`config.mk`:
```
export PLATFORM = sky130hd
export DESIGN_NAME = timer_min_heap_queue_unit
export DESIGN_NICKNAME = d
export VERILOG_FILES = /design/src/hdl/tmhq_pkg.sv /design/src/hdl/timer_min_heap_queue_unit.sv
export SDC_FILE = /design/constraint.sdc
export NUM_CORES = 2
export LEC_CHECK = 0
export ABC_CLOCK_PERIOD_IN_PS = 10650
export BUFFER_PORTS_ARGS = -buffer_cell sky130_fd_sc_hd__buf_2
export CAP_MARGIN = 20
export CORE_MARGIN = 2
export CORE_UTILIZATION = 35
export DETAILED_ROUTE_END_ITERATION = 8
export PLACE_DENSITY = 0.56
export SYNTH_ARGS = -nofsm -noshare
export SYNTH_HDL_FRONTEND = slang
export SYNTH_SLANG_ARGS = --single-unit
```
`constraint.sdc`:
```
create_clock -name clock -period 10.65 [get_ports clock]
set_input_delay 2.13 -clock clock [delete_from_list [all_inputs] [get_ports clock]]
set_output_delay 2.13 -clock clock [all_outputs]
set_load 0.02 [all_outputs]
```
`src/hdl/tmhq_pkg.sv`:
```
// Package: request and status codes, state encoding and sizes for the timer heap queue.
`timescale 1ns / 1ps
package tmhq_pkg;
   localparam int HEAP_DEPTH = 16;
   localparam int IDX_W = $clog2(HEAP_DEPTH);
   localparam int CNT_W = $clog2(HEAP_DEPTH + 1);
   localparam int EXP_W = 41;
   localparam int ID_W = 16;

   typedef enum logic [1:0] {
      REQ_ADD    = 2'd0,
      REQ_CANCEL = 2'd1,
      REQ_TICK   = 2'd2,
      REQ_NONE   = 2'd3
   } req_code_type;

   typedef enum logic [1:0] {
      ST_OK        = 2'd0,
      ST_FULL      = 2'd1,
      ST_NOT_FOUND = 2'd2
   } status_code_type;

   typedef enum logic [3:0] {
      S_IDLE,
      S_UP_RD,
      S_UP_CMP,
      S_CAN_RD,
      S_CAN_CMP,
      S_TK_RD,
      S_TK_CHK,
      S_POP,
      S_DN_RD,
      S_DN_CMP,
      S_DN_SWAP,
      S_FINAL
   } state_type;
endpackage

```
`src/hdl/timer_min_heap_queue_unit.sv`:
```
// Top level: timer queue kept as a binary min-heap with lazy cancellation.
`timescale 1ns / 1ps
// A request is taken when start is high and busy is low; busy stays high while the request
// is worked on. Each result is strobed for one cycle on rsp_valid, and rsp_last marks the
// final one. The receiver cannot stall. An add result comes in the cycle after acceptance,
// while busy may still be high for the sift up. A cancel or tick final result comes in the
// cycle in which busy drops. The heap lives in one register-file memory. A small sequencer
// walks it with one shared expiry comparator and handles one slot read, compare or move per
// cycle. An add climbs one heap level at a time and stops at the root. A cancel scans the
// slots in order until a live entry with the id is found. A tick pops each expired or
// cancelled top entry and sinks its replacement level by level, then checks the top, if
// any, before the final result.
// No clearing pass is needed after reset.
module timer_min_heap_queue_unit (
   input  logic        clock,
   input  logic        reset,
   input  logic        start,
   output logic        busy,
   input  logic [1:0]  req_type,
   input  logic [39:0] req_now_ms,
   input  logic [31:0] req_timeout_ms,
   input  logic [15:0] req_cancel_id,
   output logic        rsp_valid,
   output logic [1:0]  rsp_status,
   output logic [15:0] rsp_tag,
   output logic        rsp_fired,
   output logic        rsp_has_pending,
   output logic [31:0] rsp_wait_ms,
   output logic        rsp_last
);
   localparam int IW = tmhq_pkg::IDX_W;
   localparam int CW = tmhq_pkg::CNT_W;
   localparam int EW = tmhq_pkg::EXP_W;
   localparam int DW = EW + tmhq_pkg::ID_W + 1;

   // slot word: {live, id, expiry}
   logic [DW-1:0] mem [tmhq_pkg::HEAP_DEPTH];

   tmhq_pkg::state_type state_ff, state_in;
   logic [CW-1:0] count_ff, count_in;
   logic [15:0]   last_id_ff, last_id_in;
   logic [IW-1:0] k_ff, k_in;      // current slot
   logic [IW-1:0] s_ff, s_in;      // best child slot
   logic [CW-1:0] scan_ff, scan_in;
   logic [39:0]   now_ff, now_in;
   logic [15:0]   cid_ff, cid_in;
   logic [1:0]    phase_ff, phase_in; // sift-down child step, 3 for the sift-up root write
   logic [DW-1:0] a_ff, a_in;      // word at k
   logic [DW-1:0] b_ff, b_in;      // compared word
   logic [DW-1:0] rd_ff;
   logic          is_tick_ff, is_tick_in;

   logic          rd_en;
   logic [IW-1:0] rd_addr;
   logic          wr_en;
   logic [IW-1:0] wr_addr;
   logic [DW-1:0] wr_data;

   logic          rsp_valid_in;
   logic [1:0]    rsp_status_in;
   logic [15:0]   rsp_tag_in;
   logic          rsp_fired_in, rsp_has_pending_in, rsp_last_in;
   logic [31:0]   rsp_wait_ms_in;

   // shared comparator
   logic [EW-1:0] cmp_x, cmp_y;
   logic          cmp_lt;
   assign cmp_lt = cmp_x < cmp_y;

   logic [EW:0]   diff;
   assign diff = {1'b0, a_ff[EW-1:0]} - {2'b00, now_ff};

   always_ff @(posedge clock) begin
      if (wr_en) mem[wr_addr] <= wr_data;
      if (rd_en) rd_ff <= mem[rd_addr];
   end

   always_ff @(posedge clock) begin
      if (reset) begin
         state_ff <= tmhq_pkg::S_IDLE;
         count_ff <= '0;
         last_id_ff <= '0;
         rsp_valid <= 1'b0;
      end else begin
         state_ff <= state_in;
         count_ff <= count_in;
         last_id_ff <= last_id_in;
         rsp_valid <= rsp_valid_in;
      end
      k_ff <= k_in;
      s_ff <= s_in;
      scan_ff <= scan_in;
      now_ff <= now_in;
      cid_ff <= cid_in;
      phase_ff <= phase_in;
      a_ff <= a_in;
      b_ff <= b_in;
      is_tick_ff <= is_tick_in;
      rsp_status <= rsp_status_in;
      rsp_tag <= rsp_tag_in;
      rsp_fired <= rsp_fired_in;
      rsp_has_pending <= rsp_has_pending_in;
      rsp_wait_ms <= rsp_wait_ms_in;
      rsp_last <= rsp_last_in;
   end

   assign busy = (state_ff != tmhq_pkg::S_IDLE);

   always_comb begin
      logic [CW:0] lc, rc;
      logic [IW-1:0] parent;
      state_in = state_ff;
      count_in = count_ff;
      last_id_in = last_id_ff;
      k_in = k_ff;
      s_in = s_ff;
      scan_in = scan_ff;
      now_in = now_ff;
      cid_in = cid_ff;
      phase_in = phase_ff;
      a_in = a_ff;
      b_in = b_ff;
      is_tick_in = is_tick_ff;
      rd_en = 1'b0;
      rd_addr = k_ff;
      wr_en = 1'b0;
      wr_addr = k_ff;
      wr_data = a_ff;
      rsp_valid_in = 1'b0;
      rsp_status_in = tmhq_pkg::ST_OK;
      rsp_tag_in = '0;
      rsp_fired_in = 1'b0;
      rsp_has_pending_in = 1'b0;
      rsp_wait_ms_in = '0;
      rsp_last_in = 1'b0;
      cmp_x = a_ff[EW-1:0];
      cmp_y = b_ff[EW-1:0];
      parent = IW'((k_ff - IW'(1)) >> 1);
      lc = {1'b0, k_ff, 1'b1};
      rc = (CW+1)'({k_ff, 1'b1}) + (CW+1)'(1);

      case (state_ff)
         tmhq_pkg::S_IDLE: begin
            if (start) begin
               now_in = req_now_ms;
               cid_in = req_cancel_id;
               case (req_type)
                  tmhq_pkg::REQ_ADD: begin
                     if (count_ff >= CW'(tmhq_pkg::HEAP_DEPTH)) begin
                        rsp_valid_in = 1'b1;
                        rsp_status_in = tmhq_pkg::ST_FULL;
                        rsp_last_in = 1'b1;
                     end else begin
                        last_id_in = (last_id_ff == 16'hFFFF) ? 16'd1 : last_id_ff + 16'd1;
                        a_in = {1'b1, last_id_in,
                                EW'({1'b0, req_now_ms} + {9'd0, req_timeout_ms})};
                        k_in = count_ff[IW-1:0];
                        wr_en = 1'b1;
                        wr_addr = count_ff[IW-1:0];
                        wr_data = a_in;
                        count_in = count_ff + CW'(1);
                        rsp_valid_in = 1'b1;
                        rsp_tag_in = last_id_in;
                        rsp_last_in = 1'b1;
                        if (count_ff != '0) state_in = tmhq_pkg::S_UP_RD;
                     end
                  end
                  tmhq_pkg::REQ_CANCEL: begin
                     scan_in = '0;
                     state_in = tmhq_pkg::S_CAN_RD;
                  end
                  tmhq_pkg::REQ_TICK: begin
                     is_tick_in = 1'b1;
                     state_in = tmhq_pkg::S_TK_RD;
                  end
                  default: begin
                     rsp_valid_in = 1'b1;
                     rsp_last_in = 1'b1;
                  end
               endcase
            end
         end
         // sift up: a_ff holds the moving entry at slot k
         tmhq_pkg::S_UP_RD: begin
            rd_en = 1'b1;
            rd_addr = parent;
            state_in = tmhq_pkg::S_UP_CMP;
         end
         tmhq_pkg::S_UP_CMP: begin
            cmp_y = rd_ff[EW-1:0];
            if (cmp_lt) begin
               wr_en = 1'b1;
               wr_addr = k_ff;
               wr_data = rd_ff;
               k_in = parent;
               if (parent == '0) begin
                  state_in = tmhq_pkg::S_DN_SWAP; // write a_ff at slot 0
                  phase_in = 2'd3;
               end else state_in = tmhq_pkg::S_UP_RD;
            end else begin
               wr_en = 1'b1;
               wr_addr = k_ff;
               wr_data = a_ff;
               state_in = tmhq_pkg::S_IDLE;
            end
         end
         tmhq_pkg::S_CAN_RD: begin
            if (scan_ff >= count_ff) begin
               rsp_valid_in = 1'b1;
               rsp_status_in = tmhq_pkg::ST_NOT_FOUND;
               rsp_last_in = 1'b1;
               state_in = tmhq_pkg::S_IDLE;
            end else begin
               rd_en = 1'b1;
               rd_addr = scan_ff[IW-1:0];
               state_in = tmhq_pkg::S_CAN_CMP;
            end
         end
         tmhq_pkg::S_CAN_CMP: begin
            if (rd_ff[DW-1] && rd_ff[EW +: 16] == cid_ff) begin
               wr_en = 1'b1;
               wr_addr = scan_ff[IW-1:0];
               wr_data = {1'b0, rd_ff[DW-2:0]};
               rsp_valid_in = 1'b1;
               rsp_last_in = 1'b1;
               state_in = tmhq_pkg::S_IDLE;
            end else begin
               scan_in = scan_ff + CW'(1);
               state_in = tmhq_pkg::S_CAN_RD;
            end
         end
         // tick: read the top, decide to fire, drop or finish
         tmhq_pkg::S_TK_RD: begin
            if (count_ff == '0) state_in = tmhq_pkg::S_FINAL;
            else begin
               rd_en = 1'b1;
               rd_addr = '0;
               state_in = tmhq_pkg::S_TK_CHK;
            end
         end
         tmhq_pkg::S_TK_CHK: begin
            a_in = rd_ff;
            cmp_x = {1'b0, now_ff};
            cmp_y = rd_ff[EW-1:0];
            if (is_tick_ff && !cmp_lt) begin
               if (rd_ff[DW-1]) begin
                  rsp_valid_in = 1'b1;
                  rsp_tag_in = rd_ff[EW +: 16];
                  rsp_fired_in = 1'b1;
               end
               state_in = tmhq_pkg::S_POP;
            end else begin
               is_tick_in = 1'b0;
               state_in = rd_ff[DW-1] ? tmhq_pkg::S_FINAL : tmhq_pkg::S_POP;
            end
         end
         tmhq_pkg::S_POP: begin
            count_in = count_ff - CW'(1);
            k_in = '0;
            if (count_in == '0) state_in = tmhq_pkg::S_TK_RD;
            else begin
               rd_en = 1'b1;
               rd_addr = count_in[IW-1:0];
               phase_in = 2'd0;
               state_in = tmhq_pkg::S_DN_RD;
            end
         end
         // sift down: phase 0 load moving entry, 1 left child, 2 right child
         tmhq_pkg::S_DN_RD: begin
            if (phase_ff == 2'd0) begin
               a_in = rd_ff;
               b_in = rd_ff;
               s_in = k_ff;
               if (lc < (CW+1)'(count_ff)) begin
                  rd_en = 1'b1;
                  rd_addr = lc[IW-1:0];
                  phase_in = 2'd1;
                  state_in = tmhq_pkg::S_DN_CMP;
               end else state_in = tmhq_pkg::S_DN_SWAP;
            end else if (rc < (CW+1)'(count_ff)) begin
               rd_en = 1'b1;
               rd_addr = rc[IW-1:0];
               phase_in = 2'd2;
               state_in = tmhq_pkg::S_DN_CMP;
            end else state_in = tmhq_pkg::S_DN_SWAP;
         end
         tmhq_pkg::S_DN_CMP: begin
            cmp_x = rd_ff[EW-1:0];
            cmp_y = b_ff[EW-1:0];
            if (cmp_lt) begin
               b_in = rd_ff;
               s_in = (phase_ff == 2'd1) ? lc[IW-1:0] : rc[IW-1:0];
            end
            state_in = (phase_ff == 2'd1) ? tmhq_pkg::S_DN_RD : tmhq_pkg::S_DN_SWAP;
         end
         tmhq_pkg::S_DN_SWAP: begin
            wr_en = 1'b1;
            wr_addr = k_ff;
            if (phase_ff == 2'd3 || s_ff == k_ff) begin
               wr_data = a_ff;
               state_in = (phase_ff == 2'd3) ? tmhq_pkg::S_IDLE : tmhq_pkg::S_TK_RD;
            end else begin
               // move smaller child up, continue from its slot
               wr_data = b_ff;
               k_in = s_ff;
               b_in = a_ff;
               phase_in = 2'd1;
               state_in = ({1'b0, s_ff, 1'b1} < (CW+1)'(count_ff))
                          ? tmhq_pkg::S_DN_RD : tmhq_pkg::S_DN_SWAP;
               if ({1'b0, s_ff, 1'b1} < (CW+1)'(count_ff)) begin
                  rd_en = 1'b1;
                  rd_addr = IW'({s_ff, 1'b1});
                  state_in = tmhq_pkg::S_DN_CMP;
               end
               s_in = s_ff;
            end
         end
         tmhq_pkg::S_FINAL: begin
            rsp_valid_in = 1'b1;
            rsp_last_in = 1'b1;
            rsp_has_pending_in = (count_ff != '0);
            if (count_ff != '0 && !diff[EW])
               rsp_wait_ms_in = (diff[EW-1:32] != '0) ? 32'hFFFF_FFFF : diff[31:0];
            state_in = tmhq_pkg::S_IDLE;
         end
         default: state_in = tmhq_pkg::S_IDLE;
      endcase
   end

   a_count_bound: assert property (@(posedge clock) disable iff (reset)
      count_ff <= CW'(tmhq_pkg::HEAP_DEPTH)) else $error("entry count over depth");
   a_mid_rsp_busy: assert property (@(posedge clock) disable iff (reset)
      (rsp_valid && !rsp_last) |-> busy) else $error("non-final result while idle");
   a_fire_not_last: assert property (@(posedge clock) disable iff (reset)
      (rsp_valid && rsp_fired) |-> !rsp_last) else $error("fire result marked last");
   a_id_nonzero: assert property (@(posedge clock) disable iff (reset)
      (last_id_ff != '0) |=> (last_id_ff != '0)) else $error("id returned to zero");
endmodule

```
==> out/results.txt <==
run status -> completed
Starting DRT DRC Count -> 4524
Max-cap violations -> 0
Pwr Density -> 283 nW/um^2
R2R cell count -> 16
post-synth top area share -> 0.616
Die Span Y -> 408 um
slew margin rel. -> 0.201
H-tree Lvls -> 4
Max Fclk -> 137 MHz
Setup crit end kind -> flip-flop
CTS tree -> done
Avg WL per Cell -> 26.2 um
initial antenna violation count -> 13
crit-path max FO -> 59
Yosys warnings -> 0
area leader, netlist -> edfxtp_1
final antenna-violating net count -> 0
synth-to-layout area growth -> 13.8%
hold path endpoint -> last_id_ff[1]
IO Pins -> 148
total grt overflow -> 0
Hold Path Depth -> 2
Die Area -> 167000 sq um
clock share of power -> 0.252
syn nets -> 4601
register area -> 36800 sq um
share of cells above drive strength 1 -> 0.124
internal power -> 0.0117 W
Final Cell Area -> 65200 sq um
dominant synthesized flop cell -> edfxtp_1
Comb power frac -> 0.353
Fin Clk Skew -> 0.0292 ns
Pins Over Slew Limit -> 0
hold_sp -> last_id_ff[1]
Avg Cell Area, Syn -> 13.1 sq um
Worst EP required -> 11.07 ns
final worst slack -> 3.34 ns
minimum clock period -> 7.31 ns
Reg-to-Reg Start -> state_ff[1]
Vias/cell -> 5.72
number of global-route vias before repair -> 37000
Net Sw Power -> 0.00675 W
GR Util All Layers -> 0.209
Mapped Area -> 57200 sq um
Final Hold Viols -> 0
# clock sinks -> 1253
setup TNS -> 0 ns
Switching Fraction -> 0.367
drc violations -> 0
post-CTS setup buffers -> 0
Rows -> 148
Data arrival, critical path -> 7.73 ns
FF-to-FF setup slack -> 3.34 ns
Fillers -> 15300
layout net count -> 4743
root buf cell -> clkbuf_16
IO buf count -> 147
VDD IR max -> 0.000227 V
post-synthesis sequential area ratio -> 0.643
Synth Instances -> 4367
#FFs+latches synth -> 1253
Least-Margin Pin Slew -> 1.19 ns
Routability Congestion -> 0.919
synth top area cells -> edfxtp_1, mux2i_1, nand2_1
DR vias -> 38800
Pleak -> 22.8 nW
post-cts resize count -> 0
dpl ws -> 3.29 ns
CTS Hold Bufs -> 0
first-pass GRT wire length -> 259 mm
synth unique cells -> 81
CTS buffer count -> 137
final setup fails -> 0
register clock-pin slew on the reported worst setup and hold paths -> 0.06 ns
worst hold path type -> flip-flop to flip-flop
Initial Util -> 0.352
Post-Place Cell Area -> 60700 sq um
number of synthesized flops with an enable pin -> 1174
Core ar. -> 163000 sq um
DPL Wire Length -> 107 mm
reg-to-reg endpoint -> mem[8][16]
largest net degree at the start of global routing -> 124
Pre-antenna DRT Iters -> 8
asr flop ratio synth -> 0
Die Wd -> 408 um
CP Launch Type -> flip-flop
Final Cycle Share -> 0.687
Critical Setup Path Class -> flip-flop to flip-flop
WL final -> 178 mm
clock tree buffer depth -> 3
RSZ-0062 raised after global routing -> false
Seq pwr share -> 0.395
Skew-Pair Late Insertion Delay -> 0.80 ns
area taken by multi-input logic gates -> 19300 sq um
## metrics by stage
step | instances | power (W) | hold WS (ns) | utilization
after floorplan | 4367 | 0.0115 | 0.467 | -
after global placement | 6527 | 0.0137 | 0.485 | 0.373
after detailed placement | 6527 | 0.0137 | 0.495 | 0.373
after CTS | 6771 | 0.0184 | 0.506 | 0.400
after global routing | 6790 | 0.0193 | 0.542 | 0.401
final | 6795 | 0.0184 | 0.511 | 0.401
## routing by layer
metal | vias up | track usage | wire length (um)
li1 | 17200 | - | -
met1 | 19600 | 0.303 | 79400
met2 | 1752 | 0.317 | 79200
met3 | 237 | 0.0435 | 15700
met4 | 8 | 0.0516 | 3430
met5 | - | 0 | 47
## placed cells by master (no fill, tap or decap), types with 117 or more instances in the layout
| cell | n |
|---|---|
| buf_2 | 148 |
| clkbuf_16 | 141 |
| mux2i_1 | 345 |
| a32oi_1 | 117 |
| ha_1 | 139 |
| a21oi_1 | 207 |
| o21ai_0 | 173 |
| edfxtp_1 | 1174 |
| nor2_1 | 202 |
| nand2_1 | 618 |
## synth_stat cells (45+ instances only)
cell	instances
edfxtp_1	1174
nand2_1	619
mux2i_1	345
nor2_1	225
a21oi_1	209
o21ai_0	175
clkbuf_1	146
ha_1	139
a32oi_1	117
a221oi_1	93
buf_2	81
dfxtp_1	79
inv_1	79
and3_1	77
xnor2_1	70
a221o_1	66
mux2_2	64
a32o_1	58
a21o_1	49
xor2_1	48
nand3_1	45
## cell type report
cell class | count | share of cell area
Sequential cell | 1253 | 0.565
Multi-Input combinational cell | 2775 | 0.297
Clock buffer | 177 | 0.0570
Tap cell | 2175 | 0.0418
Timing Repair Buffer | 263 | 0.0254
Clock inverter | 67 | 0.00931
Inverter | 79 | 0.00455
Antenna cell | 6 | 0.000230
## kinds of logic after synthesis
logic type | after synthesis | synth area share
buffers and inverters | 339 | 0.0246
xor gates and xnor gates | 118 | 0.0181
and+or+nand+nor | 1122 | 0.0848
AOI/OAI and AO/OA | 985 | 0.125
DFF | 1253 | 0.643
muxes | 409 | 0.0729
adders and majority gates | 141 | 0.0311
## sequential cells by signal (all words and copies together) (netlist names)
signal	cells
a_ff	58
b_ff	58
cid_ff	16
count_ff	5
is_tick_ff	1
k_ff	4
last_id_ff	16
mem	928
now_ff	40
phase_ff	2
rd_ff	58
rsp_fired	1
rsp_has_pending	1
rsp_last	1
rsp_status	2
rsp_tag	16
rsp_valid	1
rsp_wait_ms	32
s_ff	4
scan_ff	5
state_ff	4
## worst max path at each step
stage                             start           to  cells past startpoint  slack, ns
after floorplan             req_type[1]    mem[1][0]                     10       3.98
after global placement    req_now_ms[0]  mem[12][32]                     13       3.39
after detailed placement  req_now_ms[0]   mem[4][32]                     13       3.29
after CTS                   state_ff[1]   mem[6][39]                     16       3.45
after global routing        state_ff[1]   mem[8][16]                     16       3.04
final                       state_ff[1]   mem[8][16]                     16       3.34
## power groups by stage
stage	Clock [W]	Sequential, W	Combinational, W
final	0.00464	0.00728	0.00650
after detailed placement	0	0.00736	0.00637
after global routing	0.00490	0.00731	0.00704
after global placement	0	0.00736	0.00630
after CTS	0.00472	0.00726	0.00639
after floorplan	0	0.00711	0.00437
## critical path, stage by stage, from the launching register on
cell and delay (ns):
dfxtp_1 0.96, nor4bb_2 0.96, nor2_4 0.05, buf_4 0.30
a221o_1 0.36, ha_1 0.32, a31oi_1 0.18, o21ai_0 0.13
a21oi_1 0.22, o221ai_1 0.22, o21ai_0 0.24, nand3_1 0.53
o22ai_4 0.35, buf_4 0.75, a21oi_1 0.21, a21o_1 0.20
a32oi_1 0.87
(Power assumes the default switching activity.)
